$ cat src/rtl/rcrg_pkg.sv
package rcrg_pkg;

    localparam int CFG_IDX_W  = 3;
    localparam int CFG_DATA_W = 16;

    // configuration register indexes
    localparam logic [CFG_IDX_W-1:0] CFG_EXPECTED_LENGTH   = 3'd0;
    localparam logic [CFG_IDX_W-1:0] CFG_ACCEPT_WINDOW     = 3'd1;
    localparam logic [CFG_IDX_W-1:0] CFG_BACKOFF_BASE_US   = 3'd2;
    localparam logic [CFG_IDX_W-1:0] CFG_BACKOFF_SHIFT_MAX = 3'd3;
    localparam logic [CFG_IDX_W-1:0] CFG_RETRY_WINDOWS     = 3'd4;
    localparam logic [CFG_IDX_W-1:0] CFG_CODE_BAD_TAG      = 3'd5;
    localparam logic [CFG_IDX_W-1:0] CFG_CODE_BAD_SEQ      = 3'd6;

    // register values after reset
    localparam logic [7:0]  RST_EXPECTED_LENGTH   = 8'd8;
    localparam logic [7:0]  RST_ACCEPT_WINDOW     = 8'd16;
    localparam logic [15:0] RST_BACKOFF_BASE_US   = 16'd1000;
    localparam logic [4:0]  RST_BACKOFF_SHIFT_MAX = 5'd8;
    localparam logic [7:0]  RST_RETRY_WINDOWS     = 8'd3;
    localparam logic [7:0]  RST_CODE_BAD_TAG      = 8'd2;
    localparam logic [7:0]  RST_CODE_BAD_SEQ      = 8'd3;

    // status codes
    localparam logic [2:0] ST_EXECUTED   = 3'd0;
    localparam logic [2:0] ST_REPEAT     = 3'd1;
    localparam logic [2:0] ST_BAD_SEQ    = 3'd2;
    localparam logic [2:0] ST_TAG_ACKED  = 3'd3;
    localparam logic [2:0] ST_TAG_SILENT = 3'd4;
    localparam logic [2:0] ST_THROTTLED  = 3'd5;
    localparam logic [2:0] ST_BAD_LEN    = 3'd6;
    localparam logic [2:0] ST_EPOCH      = 3'd7;

    localparam logic       OP_COMMAND = 1'b0;
    localparam logic       OP_EPOCH   = 1'b1;

    localparam logic [7:0] RES_OK      = 8'd0;
    localparam logic [7:0] RES_ALREADY = 8'd1;

    localparam logic [7:0]  FAIL_MAX = 8'hFF;
    localparam logic [31:0] SAT_MAX  = 32'hFFFF_FFFF;

    typedef struct packed {
        logic        op;
        logic [7:0]  page_length;
        logic [31:0] now_us;
        logic [7:0]  seq_num;
        logic [7:0]  command_code;
        logic        tag_valid;
        logic [7:0]  exec_result;
        logic [15:0] exec_value;
    } cmd_t;

    typedef struct packed {
        logic [2:0]  status;
        logic        ack_valid;
        logic [7:0]  ack_seq;
        logic [7:0]  ack_result;
        logic [7:0]  ack_command;
        logic [15:0] ack_value;
        logic [31:0] expect_budget;
        logic [7:0]  fail_count;
    } rsp_t;

endpackage

$ cat src/rtl/rcrg_stream_if.sv
interface rcrg_stream_if #(
    parameter type payload_t = logic
);
    logic     valid;
    logic     ready;
    payload_t payload;

    modport source (output valid, output payload, input ready);
    modport sink (input valid, input payload, output ready);
endinterface

$ cat src/rtl/reliable_command_replay_guard.sv
// Command replay guard.
// cmd channel: one request per command page (op 0) or epoch change (op 1),
// with the page fields and the executor's answer for that command.
// rsp channel: exactly one result per request, in order: status, the
// acknowledgement to send (all zero when none), the listen budget and the
// consecutive tag failure count after that request.
// cfg port: write enable, register index and data; write only while idle.
// Requests wait in the input register; results are registered once rsp
// is free (one request per cycle while rsp is taken), in a single pass:
// input register, compare/add logic, result register. The widest path is
// the backoff shift into the 32-bit saturating deadline add.
// Reset: registers return to their default values, sequence memory, stored
// answer, backoff and budget are cleared; both channels come up empty.
// Stall: a result held on rsp keeps its value; one more request is still
// taken into the input register, after which cmd.ready drops until rsp
// is taken.
module reliable_command_replay_guard (
    input  logic                            clk,
    input  logic                            rst_n,
    rcrg_stream_if.sink                     cmd,
    rcrg_stream_if.source                   rsp,
    input  logic                            cfg_we,
    input  logic [rcrg_pkg::CFG_IDX_W-1:0]  cfg_index,
    input  logic [rcrg_pkg::CFG_DATA_W-1:0] cfg_wdata
);
    import rcrg_pkg::*;

    // configuration
    logic [7:0]  expected_length_reg;
    logic [7:0]  accept_window_reg;
    logic [15:0] backoff_base_reg;
    logic [4:0]  backoff_shift_max_reg;
    logic [7:0]  retry_windows_reg;
    logic [7:0]  code_bad_tag_reg;
    logic [7:0]  code_bad_seq_reg;

    // guard state
    logic [7:0]  fail_counter_reg,   fail_counter_next;
    logic [31:0] blocked_until_reg,  blocked_until_next;
    logic        seq_known_reg,      seq_known_next;
    logic [7:0]  last_seq_reg,       last_seq_next;
    logic        stored_valid_reg,   stored_valid_next;
    logic [7:0]  stored_seq_reg,     stored_seq_next;
    logic [7:0]  stored_result_reg,  stored_result_next;
    logic [7:0]  stored_command_reg, stored_command_next;
    logic [15:0] stored_value_reg,   stored_value_next;
    logic [31:0] expect_left_reg,    expect_left_next;

    // pipeline
    logic        in_valid_reg;
    cmd_t        in_reg;
    logic        out_valid_reg;
    rsp_t        out_reg;
    rsp_t        out_next;
    logic        advance;

    // datapath helpers
    logic [32:0] budget_sum;
    logic [31:0] budget_sat;
    logic [7:0]  fail_inc;
    logic [7:0]  shift_raw;
    logic [4:0]  shift_amt;
    logic [46:0] backoff_shifted;
    logic [47:0] deadline_sum;
    logic [31:0] deadline_sat;
    logic [7:0]  seq_step;

    assign advance   = in_valid_reg && (!out_valid_reg || rsp.ready);
    assign cmd.ready = !in_valid_reg || advance;
    assign rsp.valid = out_valid_reg;
    assign rsp.payload = out_reg;

    always_ff @(posedge clk or negedge rst_n)
    begin
        if (!rst_n)
        begin
            expected_length_reg   <= RST_EXPECTED_LENGTH;
            accept_window_reg     <= RST_ACCEPT_WINDOW;
            backoff_base_reg      <= RST_BACKOFF_BASE_US;
            backoff_shift_max_reg <= RST_BACKOFF_SHIFT_MAX;
            retry_windows_reg     <= RST_RETRY_WINDOWS;
            code_bad_tag_reg      <= RST_CODE_BAD_TAG;
            code_bad_seq_reg      <= RST_CODE_BAD_SEQ;
        end
        else if (cfg_we)
        begin
            case (cfg_index)
                CFG_EXPECTED_LENGTH:   expected_length_reg   <= cfg_wdata[7:0];
                CFG_ACCEPT_WINDOW:     accept_window_reg     <= cfg_wdata[7:0];
                CFG_BACKOFF_BASE_US:   backoff_base_reg      <= cfg_wdata[15:0];
                CFG_BACKOFF_SHIFT_MAX: backoff_shift_max_reg <= cfg_wdata[4:0];
                CFG_RETRY_WINDOWS:     retry_windows_reg     <= cfg_wdata[7:0];
                CFG_CODE_BAD_TAG:      code_bad_tag_reg      <= cfg_wdata[7:0];
                CFG_CODE_BAD_SEQ:      code_bad_seq_reg      <= cfg_wdata[7:0];
                default:               ;
            endcase
        end
    end

    always_comb
    begin
        budget_sum = {1'b0, expect_left_reg} + {25'd0, retry_windows_reg};
        budget_sat = budget_sum[32] ? SAT_MAX : budget_sum[31:0];

        fail_inc  = (fail_counter_reg == FAIL_MAX) ? FAIL_MAX : fail_counter_reg + 8'd1;
        shift_raw = fail_inc - 8'd1;
        shift_amt = (shift_raw > {3'd0, backoff_shift_max_reg}) ?
                    backoff_shift_max_reg : shift_raw[4:0];
        backoff_shifted = {31'd0, backoff_base_reg} << shift_amt;
        deadline_sum = {16'd0, in_reg.now_us} + {1'b0, backoff_shifted};
        deadline_sat = (deadline_sum[47:32] != 16'd0) ? SAT_MAX : deadline_sum[31:0];

        seq_step = in_reg.seq_num - last_seq_reg;
    end

    always_comb
    begin
        fail_counter_next   = fail_counter_reg;
        blocked_until_next  = blocked_until_reg;
        seq_known_next      = seq_known_reg;
        last_seq_next       = last_seq_reg;
        stored_valid_next   = stored_valid_reg;
        stored_seq_next     = stored_seq_reg;
        stored_result_next  = stored_result_reg;
        stored_command_next = stored_command_reg;
        stored_value_next   = stored_value_reg;
        expect_left_next    = expect_left_reg;

        out_next             = '0;

        if (in_reg.op == OP_EPOCH)
        begin
            seq_known_next    = 1'b0;
            stored_valid_next = 1'b0;
            last_seq_next     = 8'd0;
            out_next.status   = ST_EPOCH;
        end
        else if (in_reg.page_length != expected_length_reg)
        begin
            out_next.status = ST_BAD_LEN;
        end
        else if (fail_counter_reg != 8'd0 && in_reg.now_us < blocked_until_reg)
        begin
            out_next.status = ST_THROTTLED;
        end
        else if (!in_reg.tag_valid)
        begin
            fail_counter_next  = fail_inc;
            blocked_until_next = deadline_sat;
            if (fail_counter_reg == 8'd0)
            begin
                out_next.status      = ST_TAG_ACKED;
                out_next.ack_valid   = 1'b1;
                out_next.ack_seq     = in_reg.seq_num;
                out_next.ack_result  = code_bad_tag_reg;
                out_next.ack_command = in_reg.command_code;
            end
            else
            begin
                out_next.status = ST_TAG_SILENT;
            end
        end
        else
        begin
            fail_counter_next  = 8'd0;
            blocked_until_next = 32'd0;
            expect_left_next   = budget_sat;
            out_next.ack_valid = 1'b1;
            if (seq_known_reg && in_reg.seq_num == last_seq_reg && stored_valid_reg)
            begin
                out_next.status      = ST_REPEAT;
                out_next.ack_seq     = stored_seq_reg;
                out_next.ack_result  = (stored_result_reg == RES_OK) ?
                                       RES_ALREADY : stored_result_reg;
                out_next.ack_command = stored_command_reg;
                out_next.ack_value   = stored_value_reg;
            end
            else if (seq_known_reg && (seq_step == 8'd0 || seq_step > accept_window_reg))
            begin
                out_next.status      = ST_BAD_SEQ;
                out_next.ack_seq     = in_reg.seq_num;
                out_next.ack_result  = code_bad_seq_reg;
                out_next.ack_command = in_reg.command_code;
            end
            else
            begin
                out_next.status      = ST_EXECUTED;
                out_next.ack_seq     = in_reg.seq_num;
                out_next.ack_result  = in_reg.exec_result;
                out_next.ack_command = in_reg.command_code;
                out_next.ack_value   = in_reg.exec_value;
                last_seq_next        = in_reg.seq_num;
                seq_known_next       = 1'b1;
                stored_valid_next    = 1'b1;
                stored_seq_next      = in_reg.seq_num;
                stored_result_next   = in_reg.exec_result;
                stored_command_next  = in_reg.command_code;
                stored_value_next    = in_reg.exec_value;
            end
        end

        out_next.expect_budget = expect_left_next;
        out_next.fail_count    = fail_counter_next;
    end

    always_ff @(posedge clk or negedge rst_n)
    begin
        if (!rst_n)
        begin
            fail_counter_reg   <= 8'd0;
            blocked_until_reg  <= 32'd0;
            seq_known_reg      <= 1'b0;
            last_seq_reg       <= 8'd0;
            stored_valid_reg   <= 1'b0;
            stored_seq_reg     <= 8'd0;
            stored_result_reg  <= 8'd0;
            stored_command_reg <= 8'd0;
            stored_value_reg   <= 16'd0;
            expect_left_reg    <= 32'd0;
        end
        else if (advance)
        begin
            fail_counter_reg   <= fail_counter_next;
            blocked_until_reg  <= blocked_until_next;
            seq_known_reg      <= seq_known_next;
            last_seq_reg       <= last_seq_next;
            stored_valid_reg   <= stored_valid_next;
            stored_seq_reg     <= stored_seq_next;
            stored_result_reg  <= stored_result_next;
            stored_command_reg <= stored_command_next;
            stored_value_reg   <= stored_value_next;
            expect_left_reg    <= expect_left_next;
        end
    end

    always_ff @(posedge clk or negedge rst_n)
    begin
        if (!rst_n)
        begin
            in_valid_reg  <= 1'b0;
            out_valid_reg <= 1'b0;
        end
        else
        begin
            if (cmd.ready)
            begin
                in_valid_reg <= cmd.valid;
            end
            if (advance)
            begin
                out_valid_reg <= 1'b1;
            end
            else if (rsp.ready)
            begin
                out_valid_reg <= 1'b0;
            end
        end
    end

    always_ff @(posedge clk)
    begin
        if (cmd.valid && cmd.ready)
        begin
            in_reg <= cmd.payload;
        end
        if (advance)
        begin
            out_reg <= out_next;
        end
    end

    // rejections without an acknowledgement carry all-zero ack fields
    a_silent_no_ack: assert property (@(posedge clk) disable iff (!rst_n)
        out_valid_reg && (out_reg.status == ST_TAG_SILENT || out_reg.status == ST_THROTTLED
            || out_reg.status == ST_BAD_LEN || out_reg.status == ST_EPOCH)
        |-> !out_reg.ack_valid && out_reg.ack_seq == 8'd0 && out_reg.ack_value == 16'd0)
        else $error("silent result carries an acknowledgement");

    // only the first failure is acknowledged, so the count is then one
    a_first_fail: assert property (@(posedge clk) disable iff (!rst_n)
        out_valid_reg && out_reg.status == ST_TAG_ACKED |-> out_reg.fail_count == 8'd1)
        else $error("acknowledged tag failure with wrong fail count");

    // an epoch request leaves no known sequence and no stored answer
    a_epoch_clears: assert property (@(posedge clk) disable iff (!rst_n)
        advance && in_reg.op == OP_EPOCH |=> !seq_known_reg && !stored_valid_reg)
        else $error("epoch did not clear sequence memory");

    // a held result with a full input register must back-pressure cmd
    a_stall_blocks: assert property (@(posedge clk) disable iff (!rst_n)
        out_valid_reg && !rsp.ready && in_valid_reg |-> !cmd.ready)
        else $error("request taken while both registers are full");

    // a stalled result must not be overwritten
    a_stall_holds: assert property (@(posedge clk) disable iff (!rst_n)
        out_valid_reg && !rsp.ready |=> out_valid_reg && $stable(out_reg))
        else $error("stalled result changed");

endmodule
$ cat src/flat_wrapper.sv
// flat-port wrapper written by rule: the top's interface ports become plain ports
module reliable_command_replay_guard_flat import rcrg_pkg::*;
  (clk, rst_n, cfg_we, cfg_index, cfg_wdata, cmd_valid, cmd_payload, cmd_ready, rsp_valid, rsp_payload, rsp_ready);
  rcrg_stream_if cmd_i ();
  rcrg_stream_if rsp_i ();
  input  logic clk;
  input  logic rst_n;
  input  logic cfg_we;
  input  logic [rcrg_pkg::CFG_IDX_W-1:0] cfg_index;
  input  logic [rcrg_pkg::CFG_DATA_W-1:0] cfg_wdata;
  input wire logic [$bits(cmd_i.valid)-1:0] cmd_valid;
  input wire logic [$bits(cmd_i.payload)-1:0] cmd_payload;
  output wire logic [$bits(cmd_i.ready)-1:0] cmd_ready;
  output wire logic [$bits(rsp_i.valid)-1:0] rsp_valid;
  output wire logic [$bits(rsp_i.payload)-1:0] rsp_payload;
  input wire logic [$bits(rsp_i.ready)-1:0] rsp_ready;
  assign cmd_i.valid = cmd_valid;
  assign cmd_i.payload = cmd_payload;
  assign cmd_ready = cmd_i.ready;
  assign rsp_valid = rsp_i.valid;
  assign rsp_payload = rsp_i.payload;
  assign rsp_i.ready = rsp_ready;
  reliable_command_replay_guard u_core (.clk(clk), .rst_n(rst_n), .cmd(cmd_i), .rsp(rsp_i), .cfg_we(cfg_we), .cfg_index(cfg_index), .cfg_wdata(cfg_wdata));
endmodule
$ cat config.mk
export PLATFORM = sky130hd
export DESIGN_NAME = reliable_command_replay_guard_flat
export DESIGN_NICKNAME = d
export VERILOG_FILES = /design/src/rtl/rcrg_pkg.sv /design/src/rtl/rcrg_stream_if.sv /design/src/rtl/reliable_command_replay_guard.sv /design/src/flat_wrapper.sv
export SDC_FILE = /design/constraint.sdc
export NUM_CORES = 1
export LEC_CHECK = 0
export BUFFER_PORTS_ARGS = -buffer_cell sky130_fd_sc_hd__clkbuf_2
export CAP_MARGIN = 20
export CORE_MARGIN = 1.5
export CORE_UTILIZATION = 62
export DETAILED_ROUTE_END_ITERATION = 6
export PLACE_DENSITY = 0.91
export RECOVER_POWER = 25
export SYNTH_ARGS = -nofsm -noshare
export SYNTH_HDL_FRONTEND = slang
export SYNTH_SLANG_ARGS = --single-unit
$ cat constraint.sdc
create_clock -name clk -period 6.4 [get_ports clk]
set_clock_uncertainty 0.15 [all_clocks]
set_input_delay 0.64 -clock clk [delete_from_list [all_inputs] [get_ports clk]]
set_output_delay 0.64 -clock clk [all_outputs]
set_load 0.01 [all_outputs]
==> flow_summary.ini <==
[status]
outcome = finished, violations left
violations = capacitance limit, slew limit

[global_route]
use_met2_pct = 57.9
grt_pass1_vias = 4777
use_met1_pct = 52.4
antenna_found_initial = 0
top_usage_layer = met2
grt_pass1_wl_um = 25800
gr-total-overflow = 0
use_met3_pct = 7.03
grt_max_degree = 72
grt_usage_pct = 37.7

[setup_path]
cp_num_buf_inv = 4
startpoint = u_core.fail_counter_reg[1]
worstSetupPathType = register to register
critPathMaxStageDelay_ns = 0.49
r2r_start = u_core.fail_counter_reg[1]
path_common_cell = buf_4
cp_top_family = compound AO/OA/AOI/OAI gates
cpMaxStageDelayCell = dfrtp_1
cp.depth = 21
r2r_cells = 21
reg2reg_setup_slack_ns = 0.66
cp-end-kind = register
reg2reg_to = u_core.blocked_until_reg[1]
crit_path_max_fanout = 8
cp_cell_sequence = inv_1, ha_1, nand2b_1, buf_4, a21oi_1, a221oi_1, a21oi_1, ha_1, nand2_1, o21bai_1, a31o_2, nand3_1, buf_4, mux2i_1, a32oi_1, o211ai_1, nor4b_2, buf_4, nand4b_4, nor2b_4, a221o_1
critPathCapture = u_core.blocked_until_reg[1]
cp-start-kind = register
crit_required_ns = 6.50
worstPathArrival_ns = 5.84

[cells_and_area]
largest_reg_flops = 32
area_growth_pct = 10.2
nets = 676
layout-drive-gt1-share_pct = 22.0
diodes = 0
regArea_mm2 = 0.00182
multi_input_area_mm2 = 0.00334
num-fill-cells = 634

[routing]
dr.pass1.iters = 6
remaining_drc_errors = 0
wirelength_um = 16400
initialDrtViolationCount = 823
dr_total_vias = 5321
via_per_inst = 7.06
postRouteAntennaNets = 0
wl_per_cell_um = 21.7

[clock_tree]
cts-resized-gates = 0
cts_buffer_depth = 2
cts_buffers = 9
cts_root_buf = clkbuf_8
htreeDepth = 3
clk_latency_ns = 0.37
postCtsHoldBufs = 0
cts_sinks = 72
path_clk_slew_ns = 0.09
cts_tree = done
cts_setup_buffers = 0

[synth]
syn_inst = 615
async_flop_share_pct = 98.6
synth_top_area_share_pct = 29.4
yosysSeqAreaShare_pct = 33.9
ys_ff_latch = 72
synth_common_cells = nand2_1, dfrtp_1, nor2_1
syn_area_mm2 = 0.00536
syn_nets = 647
synth_top_area_cell = dfrtp_1
netlist_top_cells_area = dfrtp_1, mux2_2, mux2i_1
postSynthAreaPerCell_um2 = 8.72
yosysWarnings = 0
synth_edf_count = 1
synth_cell_type_count = 82
yosysMostFrequentCell = nand2_1
ys.flop_type = dfrtp_1

[floorplan]
die_width_um = 96.0
ios = 28
initial_core_util_pct = 64.6
core_area_mm2 = 0.00830
rows = 33
fp.dieArea_mm2 = 0.00922
die_y_um = 96.0

[place]
place.gp.congestion = 1.08
numPortBuffers = 26
dp_hpwl_um = 12100

[timing]
worst_slew_pin_slew_ns = 3.71
relSlewSlack_pct = -147
hold_violations = 0
slew_violations = 72
fin_tns_setup_ns = 0
rsz0062_at_grt = no
setup_viol = 0
max_clock_freq_mhz = 174
finalCritPeriodShare_pct = 89.6
fin_crit_ns = 5.74

[min_path]
min_path_type = input port to register

[flow_run]
maxCapViolations = 1
how the worst min path moves through the flow:
stage | from | to | slack (ns) | cells past startpoint
4_1_cts | cmd_valid | u_core.in_valid_reg | 0.31 | 2
6_report | cmd_valid | u_core.in_valid_reg | 0.31 | 2
5_1_grt | cmd_valid | u_core.in_valid_reg | 0.30 | 2
3_5_place_dp | u_core.blocked_until_reg[13] | u_core.blocked_until_reg[13] | 0.33 | 2
2_1_floorplan | rst_n | u_core.backoff_base_reg[0] | 0.19 | 0
3_3_place_gp | u_core.blocked_until_reg[11] | u_core.blocked_until_reg[11] | 0.32 | 2
cells in the final DEF, fill, tap and decap left out, types with 10 or more instances in the layout:
cell and count:
nand3_1 12, o21ai_0 27, a31oi_1 15, dfrtp_1 63
nor3_1 13, mux2_2 38, buf_4 30, o22ai_1 10
nand2_1 73, inv_1 13, nor4_1 16, o21ai_1 11
nor2_1 49, clkbuf_2 24, nand4_1 10, a21oi_1 42
mux2i_1 37
per-stage QoR:
stage          cell area, µm²  hold slack, ns  worst slack [ns]  util, %  instances
2_1_floorplan            5360           0.194              1.15        -        615
3_3_place_gp             5720           0.321             0.880     68.9        737
3_5_place_dp             5720           0.331             0.806     68.9        737
4_1_cts                  5900           0.309             0.780     71.1        753
5_1_grt                  5910           0.297             0.342     71.2        754
6_report                 5910           0.313             0.663     71.2        754
logic make-up (layout without fill, tap and decap cells):
group                    after synthesis  after routing  synth area share [%]
AND/OR/NAND/NOR                      222            222                  21.3
XOR/XNOR                               5              5                 0.816
flip-flops                            72             72                  33.9
AO/OA/AOI/OAI                        175            175                  21.9
multiplexers                          79             79                  16.3
buffers and inverters                 55             89                  4.25
adder cells (fa/ha/maj)                7              7                  1.63
final cells by class:
type	instances	share of cell area (%)
clock inverter	7	1.02
tap	105	2.22
timing repair buffer	59	6.58
clock buffer	9	2.10
sequential	72	30.7
multi-input combinational	488	56.5
inverter	14	0.889
worst reg2reg max path: cells and delay by family, from the launching register on:
kind                       cells  cell delay (ns)
buffers and inverters          4             0.80
DFF                            1             0.49
and+or+nand+nor                6             1.39
adders and majority gates      2             0.73
muxes                          1             0.24
AOI/OAI and AO/OA              8             1.84
per-layer routing:
metal,up-vias,wire length (µm)
li1,2390,-
met1,2497,6700
met2,369,7330
met3,65,1650
met4,0,697
met5,-,0
Power is left out: the tool's default activity adds up to more than one toggle a clock period on the data nets, which glitch-free logic cannot reach.
